$ cat src/hw/rtl/lmsd_pkg.sv
// shared types, codes and the seven-segment table of the led matrix scan display
// no dependencies
`default_nettype none

package lmsd_pkg;

    typedef enum logic [2:0] {
        MODE_TICK   = 3'd0,
        MODE_CHARGE = 3'd1,
        MODE_ENERGY = 3'd2,
        MODE_GUN    = 3'd3,
        MODE_LED    = 3'd4,
        MODE_BAR    = 3'd5,
        MODE_CLEAR  = 3'd6,
        MODE_ERROR  = 3'd7
    } mode_t;

    localparam logic [1:0] GUN_NONE   = 2'd3;
    localparam logic [9:0] CHARGE_MAX = 10'd100;
    localparam logic [9:0] ENERGY_MAX = 10'd999;
    localparam logic [4:0] BAR_FULL   = 5'h1F;

    // result of the decimal split unit
    typedef struct packed {
        logic       done;
        logic [3:0] hund;
        logic [3:0] tens;
        logic [3:0] ones;
    } digits_t;

    // segments a..g in bits 0..6
    function automatic logic [6:0] seg_of(input logic [3:0] d);
        logic [6:0] s;
        unique case (d)
            4'd0:    s = 7'h3F;
            4'd1:    s = 7'h06;
            4'd2:    s = 7'h5B;
            4'd3:    s = 7'h4F;
            4'd4:    s = 7'h66;
            4'd5:    s = 7'h6D;
            4'd6:    s = 7'h7D;
            4'd7:    s = 7'h07;
            4'd8:    s = 7'h7F;
            4'd9:    s = 7'h6F;
            default: s = 7'h00;
        endcase
        return s;
    endfunction

endpackage

`default_nettype wire

$ cat src/hw/rtl/led_matrix_scan_display.sv
// sequence: a tick or rejected command goes idle -> fetch -> out -> result register;
// row-writing commands sweep all 8 rows with a read and a modify state per row, and
// digit and bar commands first run the shared subtract unit
// flow: one transaction at a time, next input taken once the result is registered
// reset: synchronous active-low aresetn clears frame (row valid bits), scan row,
// error flag, sequencer and m_valid
`default_nettype none

module led_matrix_scan_display (
    input  wire logic        aclk,
    input  wire logic        aresetn,
    input  wire logic        s_valid,
    output      logic        s_ready,
    input  wire logic [2:0]  s_mode,
    input  wire logic [9:0]  s_number,
    input  wire logic [5:0]  s_led_index,
    input  wire logic        s_led_on,
    input  wire logic [1:0]  s_gun,
    output      logic        m_valid,
    input  wire logic        m_ready,
    output      logic [2:0]  m_row_drive,
    output      logic [7:0]  m_column_drive,
    output      logic        m_error_ground,
    output      logic        m_accepted
);
    import lmsd_pkg::*;

    // sequencer: idle -> (digits) -> read/modify rows -> fetch -> out, or idle -> fetch
    typedef enum logic [2:0] {
        ST_IDLE, ST_DIGITS, ST_READ, ST_MODIFY, ST_FETCH, ST_OUT
    } state_t;

    state_t     state_reg;
    logic [2:0] row_reg;
    mode_t      mode_reg;
    logic [5:0] led_index_reg;
    logic       led_on_reg;
    logic [1:0] gun_reg;
    logic [2:0] scan_row_reg;
    logic       error_reg;
    logic       acc_reg;
    logic [7:0] row_valid_reg;

    logic       m_valid_reg;
    logic [2:0] m_row_reg;
    logic [7:0] m_col_reg;
    logic       m_err_reg;
    logic       m_acc_reg;

    // frame buffer memory, one read and one write port, registered read
    logic [7:0] frame_mem [8];
    logic [7:0] rd_data_reg;
    logic       rd_valid_reg;
    logic [2:0] rd_addr;

    mode_t      in_mode;
    logic       in_ok;
    logic       need_digits;
    logic       dig_start;
    digits_t    dig_res;

    logic [7:0] old_row;
    logic [7:0] new_row;
    logic [3:0] digit_sel;
    logic [6:0] seg_bits;
    logic       gun_row;
    logic       gun_dot;
    logic [4:0] bar6;
    logic [4:0] bar7;

    // lowest n columns lit, capped at the five bar columns
    function automatic logic [4:0] bar_bits(input logic [3:0] n);
        logic [4:0] b;
        unique case (n)
            4'd0:    b = 5'h00;
            4'd1:    b = 5'h01;
            4'd2:    b = 5'h03;
            4'd3:    b = 5'h07;
            4'd4:    b = 5'h0F;
            default: b = BAR_FULL;
        endcase
        return b;
    endfunction

    assign s_ready        = (state_reg == ST_IDLE);
    assign m_valid        = m_valid_reg;
    assign m_row_drive    = m_row_reg;
    assign m_column_drive = m_col_reg;
    assign m_error_ground = m_err_reg;
    assign m_accepted     = m_acc_reg;

    // range check on the incoming transaction
    always_comb begin
        in_mode = mode_t'(s_mode);
        unique case (in_mode)
            MODE_CHARGE, MODE_BAR: in_ok = (s_number <= CHARGE_MAX);
            MODE_ENERGY:           in_ok = (s_number <= ENERGY_MAX);
            default:               in_ok = 1'b1;
        endcase
        need_digits = in_ok && ((in_mode == MODE_CHARGE) || (in_mode == MODE_ENERGY)
                                || (in_mode == MODE_BAR));
    end

    assign dig_start = s_valid && s_ready && need_digits;

    // shared subtract unit splits the number into decimal digits
    lmsd_digit_split u_split (
        .aclk    (aclk),
        .aresetn (aresetn),
        .start   (dig_start),
        .value   (s_number),
        .res     (dig_res)
    );

    // row update: the old row comes back from the memory, rows never written read zero
    always_comb begin
        old_row = rd_valid_reg ? rd_data_reg : 8'h00;

        if (row_reg == 3'd0 || row_reg == 3'd3) begin
            digit_sel = dig_res.hund;
        end else if (row_reg == 3'd1 || row_reg == 3'd4) begin
            digit_sel = dig_res.tens;
        end else begin
            digit_sel = dig_res.ones;
        end
        seg_bits = seg_of(digit_sel);

        // gun dots only live on the charge digit rows
        gun_row = (row_reg[2] == 1'b0) && (row_reg[1:0] != 2'd3) && (gun_reg != GUN_NONE);
        gun_dot = (row_reg[1:0] == gun_reg);

        // bar from the digits: tens under 6 on the left bar, the rest spills right
        if (dig_res.hund != 4'd0) begin
            bar6 = BAR_FULL;
            bar7 = BAR_FULL;
        end else if (dig_res.tens < 4'd6) begin
            bar6 = bar_bits(dig_res.tens);
            bar7 = 5'h00;
        end else begin
            bar6 = BAR_FULL;
            bar7 = bar_bits(dig_res.tens - 4'd5);
        end

        new_row = old_row;
        unique case (mode_reg)
            MODE_CHARGE: begin
                if (row_reg <= 3'd2) new_row = {old_row[7], seg_bits};
            end
            MODE_ENERGY: begin
                if (row_reg == 3'd3) new_row = {old_row[7], seg_bits};
                if (row_reg == 3'd4 || row_reg == 3'd5) new_row = {1'b1, seg_bits};
            end
            MODE_GUN: begin
                if (gun_row) new_row = {gun_dot, old_row[6:0]};
            end
            MODE_LED: begin
                if (row_reg == led_index_reg[5:3]) begin
                    if (led_on_reg) new_row = old_row | (8'h01 << led_index_reg[2:0]);
                    else            new_row = old_row & ~(8'h01 << led_index_reg[2:0]);
                end
            end
            MODE_BAR: begin
                if (row_reg == 3'd6) new_row = old_row | {3'b000, bar6};
                if (row_reg == 3'd7) new_row = old_row | {3'b000, bar7};
            end
            MODE_CLEAR: new_row = 8'h00;
            MODE_ERROR: new_row = gun_row ? {gun_dot, 7'h00} : 8'h00;
            default:    new_row = old_row;
        endcase
    end

    // scan row stays addressed while the result waits, so a stall keeps the fetched row
    assign rd_addr = (state_reg == ST_FETCH || state_reg == ST_OUT) ? scan_row_reg : row_reg;

    always_ff @(posedge aclk) begin
        if (state_reg == ST_MODIFY) begin
            frame_mem[row_reg] <= new_row;
        end
        rd_data_reg  <= frame_mem[rd_addr];
        rd_valid_reg <= row_valid_reg[rd_addr];
    end

    // sequencer, control state and the result register
    always_ff @(posedge aclk) begin
        if (!aresetn) begin
            state_reg     <= ST_IDLE;
            scan_row_reg  <= 3'd0;
            error_reg     <= 1'b0;
            row_valid_reg <= 8'h00;
            m_valid_reg   <= 1'b0;
        end else begin
            // result taken downstream, unless a new one is loaded below
            if (m_valid_reg && m_ready && state_reg != ST_OUT) begin
                m_valid_reg <= 1'b0;
            end

            unique case (state_reg)
                ST_IDLE: begin
                    if (s_valid) begin
                        mode_reg      <= in_mode;
                        led_index_reg <= s_led_index;
                        led_on_reg    <= s_led_on;
                        gun_reg       <= s_gun;
                        acc_reg       <= in_ok;
                        row_reg       <= 3'd0;
                        if (in_mode == MODE_TICK) begin
                            scan_row_reg <= scan_row_reg + 3'd1;
                            state_reg    <= ST_FETCH;
                        end else if (!in_ok) begin
                            state_reg <= ST_FETCH;
                        end else begin
                            error_reg <= (in_mode == MODE_ERROR);
                            state_reg <= need_digits ? ST_DIGITS : ST_READ;
                        end
                    end
                end
                ST_DIGITS: begin
                    if (dig_res.done) state_reg <= ST_READ;
                end
                ST_READ: begin
                    state_reg <= ST_MODIFY;
                end
                ST_MODIFY: begin
                    row_valid_reg[row_reg] <= 1'b1;
                    if (row_reg == 3'd7) begin
                        state_reg <= ST_FETCH;
                    end else begin
                        row_reg   <= row_reg + 3'd1;
                        state_reg <= ST_READ;
                    end
                end
                ST_FETCH: begin
                    state_reg <= ST_OUT;
                end
                ST_OUT: begin
                    // wait for room in the result register
                    if (!m_valid_reg || m_ready) begin
                        m_valid_reg <= 1'b1;
                        m_row_reg   <= scan_row_reg;
                        m_col_reg   <= rd_valid_reg ? rd_data_reg : 8'h00;
                        m_err_reg   <= error_reg;
                        m_acc_reg   <= acc_reg;
                        state_reg   <= ST_IDLE;
                    end
                end
                default: state_reg <= ST_IDLE;
            endcase
        end
    end

endmodule

`default_nettype wire

$ cat src/hw/rtl/lmsd_digit_split.sv
// iterative decimal split: hundreds, tens and ones by repeated subtraction
// depends on lmsd_pkg
`default_nettype none

module lmsd_digit_split (
    input  wire logic             aclk,
    input  wire logic             aresetn,
    input  wire logic             start,
    input  wire logic [9:0]       value,
    output lmsd_pkg::digits_t     res
);
    import lmsd_pkg::*;

    typedef enum logic [1:0] {ST_IDLE, ST_HUND, ST_TENS} state_t;

    state_t      state_reg;
    logic [9:0]  rem_reg;
    logic [3:0]  hund_reg;
    logic [3:0]  tens_reg;
    logic [9:0]  step_k;
    logic [10:0] diff;
    logic        ge;

    // one shared subtractor, by 100 then by 10
    assign step_k = (state_reg == ST_HUND) ? 10'd100 : 10'd10;
    assign diff   = {1'b0, rem_reg} - {1'b0, step_k};
    assign ge     = ~diff[10];

    assign res.done = (state_reg == ST_TENS) && !ge;
    assign res.hund = hund_reg;
    assign res.tens = tens_reg;
    assign res.ones = rem_reg[3:0];

    always_ff @(posedge aclk) begin
        if (!aresetn) begin
            state_reg <= ST_IDLE;
        end else begin
            unique case (state_reg)
                ST_IDLE: begin
                    if (start) begin
                        rem_reg   <= value;
                        hund_reg  <= 4'd0;
                        tens_reg  <= 4'd0;
                        state_reg <= ST_HUND;
                    end
                end
                ST_HUND: begin
                    if (ge) begin
                        rem_reg  <= diff[9:0];
                        hund_reg <= hund_reg + 4'd1;
                    end else begin
                        state_reg <= ST_TENS;
                    end
                end
                ST_TENS: begin
                    if (ge) begin
                        rem_reg  <= diff[9:0];
                        tens_reg <= tens_reg + 4'd1;
                    end else begin
                        state_reg <= ST_IDLE;
                    end
                end
                default: state_reg <= ST_IDLE;
            endcase
        end
    end

endmodule

`default_nettype wire

$ cat config.mk
export PLATFORM = sky130hd
export DESIGN_NAME = led_matrix_scan_display
export DESIGN_NICKNAME = d
export VERILOG_FILES = /design/src/hw/rtl/lmsd_pkg.sv /design/src/hw/rtl/led_matrix_scan_display.sv /design/src/hw/rtl/lmsd_digit_split.sv
export SDC_FILE = /design/constraint.sdc
export NUM_CORES = 1
export LEC_CHECK = 0
export BUFFER_PORTS_ARGS = -buffer_cell sky130_fd_sc_hd__buf_2
export CORE_AREA = 2 2 112 114
export DETAILED_ROUTE_END_ITERATION = 16
export DIE_AREA = 0 0 114 116
export HOLD_SLACK_MARGIN = 0.05
export PLACE_DENSITY = 0.77
export REMOVE_ABC_BUFFERS = 1
export SLEW_MARGIN = 20
export SYNTH_ARGS = -nofsm -noshare
export SYNTH_HDL_FRONTEND = slang
export SYNTH_SLANG_ARGS = --single-unit
export TNS_END_PERCENT = 1
$ cat constraint.sdc
create_clock -name aclk -period 4.15 [get_ports aclk]
set_clock_uncertainty 0.05 [all_clocks]
set_input_delay 0.6225 -clock aclk [delete_from_list [all_inputs] [get_ports aclk]]
set_output_delay 0.6225 -clock aclk [all_outputs]
set_load 0.005 [all_outputs]
# == Word level (Yosys, flattened, before mapping) ==
# Memory sizes are Yosys's and may differ from the RTL's. A register that Yosys moved wholly into a read port is not among the register bits.
# Cells that the tools add are included.
# classes
n_reduce_logical,40
magnitude_cmp,7
n_mux,54
eq_ne,47
shifts,1
n_bitwise,8
add_sub_neg,6
# op_table
cell,n
8-bit two-way mux,8
8-bit one-hot mux with 7 select lines,1
5-bit one-hot mux with 5 select lines,2
3-bit == test (second input constant),12
3-bit two-way mux,9
7-bit two-way mux,3
10-bit two-way mux,2
4-bit two-way mux,5
5-bit two-way mux,4
10-bit one-hot mux with 2 select lines,1
4-bit AND reduction,5
3-bit by 2-bit == test with 1-bit output (second input constant),6
2-bit != test (second input constant),9
3-bit one-hot mux with 6 select lines,1
4-bit by 2-bit == test with 1-bit output (second input constant),4
8-bit by 5-bit OR with 8-bit output,2
8-bit OR,2
4-bit one-hot mux with 2 select lines,2
3-bit AND reduction,5
3-bit by 1-bit == test with 1-bit output (second input constant),4
10-bit by 10-bit subtractor with 11-bit output,1
10-bit <= comparator (second input constant),1
10-bit by 7-bit <= comparator with 1-bit output (second input constant),1
1-bit logical AND,9
34 further kinds,64
# totals
in_bits,26
mem_bits_rw,64
n_memories,2
rom_bits,112
reg_bits,66
elab_cells,185
out_inout_bits,15
# memory_table
memory,depth,word_bits,rd,rd_clocked_by_memory_dff,wr,line_no,text
(no name shown),16,7,1,0,0,lmsd_pkg.sv:34,unique case (d)
frame_mem,8,8,1,1,1,led_matrix_scan_display.sv:51,logic [7:0] frame_mem [8];

# == Depth between registers and ports, before layout ==
# depth
ltp_word,9
ltp_mapped,11
mapped_depth_nobuf,11

# == By module ==
# Synthesis repeated with hierarchy kept, for this count alone.
# hier_totals
hier_cells,562
area_unflattened_um2,7099.3
# by_module_without_submodules
mod,instances,cells_per_inst,area_each_um2,seq_area_each_um2
led_matrix_scan_display,1,425,5681.7,3293.2
lmsd_digit_split,1,137,1417.6,580.6

# == Worst setup path after synthesis ==
# No wires, ideal clock.
# synth_path
kind,input-to-reg
from,input port s_mode[0]
to,register u_split.rem_reg[1] (enable)
t_arrival_ns,2.612
path_stages,7
setup_time_ns,0.390
path_slack_ns,1.099
required_ns,3.710
path_buffers,1
cell_sequence,clkbuf_1 > nor3b_1 > a21oi_1 > or2_2 > o21ai_1 > nand2_1 > a211oi_1
# synth_between
elab_chain_len,7
elab_cells_between_ends,11
cone_classes,eq/ne (4); mux (1); reduce/logical (6)
# synth_lines
element,line_no,text
start: declaration,led_matrix_scan_display.sv:14,"input wire logic [2:0] s_mode,"
"3-bit by 1-bit == test with 1-bit output, or another cell as far along","led_matrix_scan_display.sv:95, led_matrix_scan_display.sv:100",
2-bit OR reduction / 1-bit logical OR (equally long branches),"led_matrix_scan_display.sv:95, led_matrix_scan_display.sv:100",
1-bit one-hot mux with 2 select lines / 1-bit logical OR (equally long branches),"led_matrix_scan_display.sv:95, led_matrix_scan_display.sv:101",
1-bit logical AND *,led_matrix_scan_display.sv:100,need_digits = in_ok && ((in_mode == MODE_CHARGE) || (in_mode == MODE_ENERGY)
1-bit logical AND *,led_matrix_scan_display.sv:104,assign dig_start = s_valid && s_ready && need_digits;
2-bit != test (no line) *,-,
4-bit AND reduction (no line) *,-,
end signal: assignment,lmsd_digit_split.sv:41,rem_reg <= value;
end signal: assignment,lmsd_digit_split.sv:49,rem_reg <= diff[9:0];
end signal: assignment,lmsd_digit_split.sv:57,rem_reg <= diff[9:0];
end: declaration,lmsd_digit_split.sv:17,logic [9:0] rem_reg;
# Every way passes the cells marked *; elsewhere a longest branch is shown, timed or not.
# A chain may end at the register's enable or synchronous reset.

# == Worst setup path in the final report ==
# layout_path
from,register row_reg[2]
to,"memory frame_mem[5][4], data pin"
# layout_between
elab_chain_len,8
elab_cells_between_ends,22
cone_classes,order compare (1); eq/ne (7); mux (9); reduce/logical (4); memory (1)
# layout_lines
element,line_no,text
start: declaration,led_matrix_scan_display.sv:34,logic [2:0] row_reg;
start signal: assignment,led_matrix_scan_display.sv:228,row_reg <= row_reg + 3'd1;
3-bit by 1-bit == test with 1-bit output / 3-bit == test (equally long branches),"led_matrix_scan_display.sv:121, led_matrix_scan_display.sv:151",
1-bit logical OR,led_matrix_scan_display.sv:121,end else if (row_reg == 3'd1 || row_reg == 3'd4) begin
4-bit two-way mux,led_matrix_scan_display.sv:121,
4-bit two-way mux,led_matrix_scan_display.sv:119,if (row_reg == 3'd0 || row_reg == 3'd3) begin
memory read 16 x 7 bit,-,
7-bit two-way mux,led_matrix_scan_display.sv:150,"if (row_reg == 3'd3) new_row = {old_row[7], seg_bits};"
8-bit two-way mux,led_matrix_scan_display.sv:151,"if (row_reg == 3'd4 || row_reg == 3'd5) new_row = {1'b1, seg_bits};"
8-bit one-hot mux with 7 select lines *,led_matrix_scan_display.sv:145,unique case (mode_reg)
via new_row[4],led_matrix_scan_display.sv:63,logic [7:0] new_row;
end: declaration,led_matrix_scan_display.sv:51,
# Mark *: on every way through the listed nets, which the timed path passes. The rest lies on a longest branch.

==> metrics <==
status=completed; TritonRoute pass-1 iters=5; worst reg2reg path depth=8; Gate Count Post-Synth=576; Final nets=679; GRT Overall Usage=0.258; max cap viols=0; Starting Density=0.592; met2 wire length=8.02 mm; flip-flop and latch count after synthesis=138; Crit Path Max Fanout=16; CTS resizes=0; Worst EP arrival=3.45 ns; Worst-Margin Slew=1.17 ns; highest metal used=met4; slew margin rel.=0.215; first-pass GRT wire length=25.2 mm; Placed Area=7380 sq um; H-tree depth=4; Worst path max stage delay=0.73 ns; number of max-slew violations in the final report=0; IO Port Bufs=40; die height=116 um; fin area=8030 sq um; Critical Path Stages=8; layout overhead on the synthesized area=13.8%; sequential fraction of the synthesis area=0.549; CTS Root Buffer Type=clkbuf_16; Peak VDD IR=0.000336 V; Num CTS Buffers=17; Cell Rows=40; CTS tree=done; reg2reg end=frame_mem[5][4]$_DFFE_PP_; largest net degree at the start of global routing=19; maximum clock frequency=295 MHz; Setup violations, final=0; WL per Instance=20.7 um; DR vias/cell=6.22; CTS Sinks=138; DP HPWL=10.9 mm; Final Hold Fails=0; routability cong.=0.995; Synth Flop Type=edfxtp_1; Pleak=2.92 nW; Synth area leaders=edfxtp_1, dfxtp_1, mux4_2, ha_1, nor2_1; critical path's slowest cell=edfxtp_1; Critical Path End=frame_mem[5][4]$_DFFE_PP_; warnings from Yosys=0; crit start category=register; die area=13200 sq um; HP Class=in -> reg; vias in the first global route=4645; Synth area leader=edfxtp_1; Crit. End Element=register; Worst Path Required=4.21 ns; postcts setup bufs=0; Worst R2R Setup Slack=0.75 ns; hold_ws=0.322 ns; clock transition at the registers of the reported paths=0.05 ns; RSZ-0062 raised after global routing=false; Hold Path Cell Cnt=1; total grt overflow=0; CTS max path bufs=2; Die Width=114 um; Reg-to-Reg Start=row_reg[2]$_SDFFCE_PN0P_; WP buf/inv=1; total power=3.80 mW; share of Yosys cell area claimed by the top area cell type=0.472; M1 WL=6.45 mm; share of cells above drive strength 1=0.197; First DRT Iteration DRCs=427; Post-CTS Hold Fix Bufs=0; CP cell instances=inv_1 > ha_1 > nor2_1 > o221ai_1 > ha_1 > nor2_1 > a211oi_1 > or4_1; Post-synth EDFFs=111; max FFs per register=64; Synth cell types=74; Post-route DRC=0; worst setup path start=row_reg[2]$_SDFFCE_PN0P_; I/O pins=41; DR vias=4854; ys async rst share=0; initial antenna violation count=0; worst setup path category=reg -> reg; Avg Synthesized Cell Area=12.2 sq um; WL met3=1.22 mm; mapped cell area=7060 sq um; minimum clock period=3.40 ns; Post-DRT Antenna Nets=0; fillers=851; Total Neg Setup Slack=0 ns; critical path's top delay family=simple AND/OR/NAND/NOR gates; core area=11900 sq um; clk_lat worst skew=0.43 ns; # diodes=0; Placed Cells=748; Pwr Density=473 nW/um^2; Tcrit/Tclk final=0.818; drt total wl=16.1 mm; Finished Layout Cells=781
## cells in the final DEF, fill, tap and decap left out, drive strengths merged, types with 3 or more instances in the layout
master	instances
nand2b	15
or3b	3
o311ai	4
nor4	4
a21o	3
nor3b	6
nand3	10
or3	4
ha	31
o22ai	3
edfxtp	111
mux4	18
mux2i	7
xnor2	10
nor3	11
or2	3
o21a	5
nor2b	11
o21ai	25
dfxtp	27
nand2	38
mux2	15
and2	13
nor2	64
inv	28
o2111ai	3
or4	5
xor2	5
o211ai	6
a21oi	19
a211oi	7
clkbuf	25
a32oi	4
buf	46
nand4	3
a31oi	5
## how the worst min path moves through the flow
stage / to / slack, ns / from
after floorplan: m_accepted$_DFFE_PP_ / 0.35 / acc_reg$_DFFE_PP_
after global placement: m_accepted$_DFFE_PP_ / 0.35 / acc_reg$_DFFE_PP_
after detailed placement: m_accepted$_DFFE_PP_ / 0.36 / acc_reg$_DFFE_PP_
after CTS: led_index_reg[4]$_DFFE_PP_ / 0.31 / s_led_index[4]
after global routing: led_index_reg[4]$_DFFE_PP_ / 0.31 / s_led_index[4]
final: led_index_reg[4]$_DFFE_PP_ / 0.32 / s_led_index[4]
## area by class of cell
cell class | count | area (sq um) | area share
sequential | 138 | 3870 | 0.483
clock inverter | 7 | 75.1 | 0.00935
multi-input combinational | 392 | 2990 | 0.373
tap | 147 | 184 | 0.0229
timing repair buffer | 46 | 265 | 0.0330
clock buffer | 25 | 539 | 0.0672
inverter | 26 | 97.6 | 0.0122
## synth_stat cells (5+ instances only)
cell	instances
ha_1	31
nor3_1	11
nor2b_1	10
o21ai_0	24
mux4_2	18
clkbuf_1	9
xnor2_1	9
mux2_2	15
nand3_1	10
a21oi_1	19
nand2_1	38
nor3b_1	6
xor2_1	5
o211ai_1	5
o21a_1	5
edfxtp_1	111
mux2i_1	6
nor2_1	64
inv_1	25
nand2b_1	14
a31oi_1	5
or4_1	5
a211oi_1	6
dfxtp_1	27
and2_1	13
## worst reg2reg max path: cells and delay by family (launching register included)
family / cells / cell delay, ns
AO/OA/AOI/OAI: 2 / 0.36
AND/OR/NAND/NOR: 3 / 1.09
adder cells (fa/ha/maj): 2 / 0.67
buffers and inverters: 1 / 0.18
flip-flops: 1 / 0.73
## layer usage
layer	GRT usage	up-vias
met5	0	-
met4	0.117	0
met3	0.0601	40
met2	0.423	224
met1	0.331	2334
li1	-	2256
## metrics by stage
stage | utilization | setup WS (ns)
after floorplan | - | 1.24
after global placement | 0.620 | 0.995
after detailed placement | 0.620 | 0.866
after CTS | 0.671 | 0.798
after global routing | 0.674 | 0.556
final | 0.674 | 0.755
## where the power goes
part	switching, mW	internal, mW
registers	0.0711	1.58
logic	0.354	0.262
clock network	0.568	0.966
## cell families (layout without fill, tap and decap cells)
group / Yosys count / after routing / synth area share
compound gates: 102 / 102 / 0.101
xor+xnor: 15 / 15 / 0.0197
fa+ha+maj: 32 / 32 / 0.0578
buf+inv: 46 / 104 / 0.0291
flops: 138 / 138 / 0.549
mux: 40 / 40 / 0.0931
simple gates: 203 / 203 / 0.150
No activity file was read; power rests on OpenSTA's default activity.
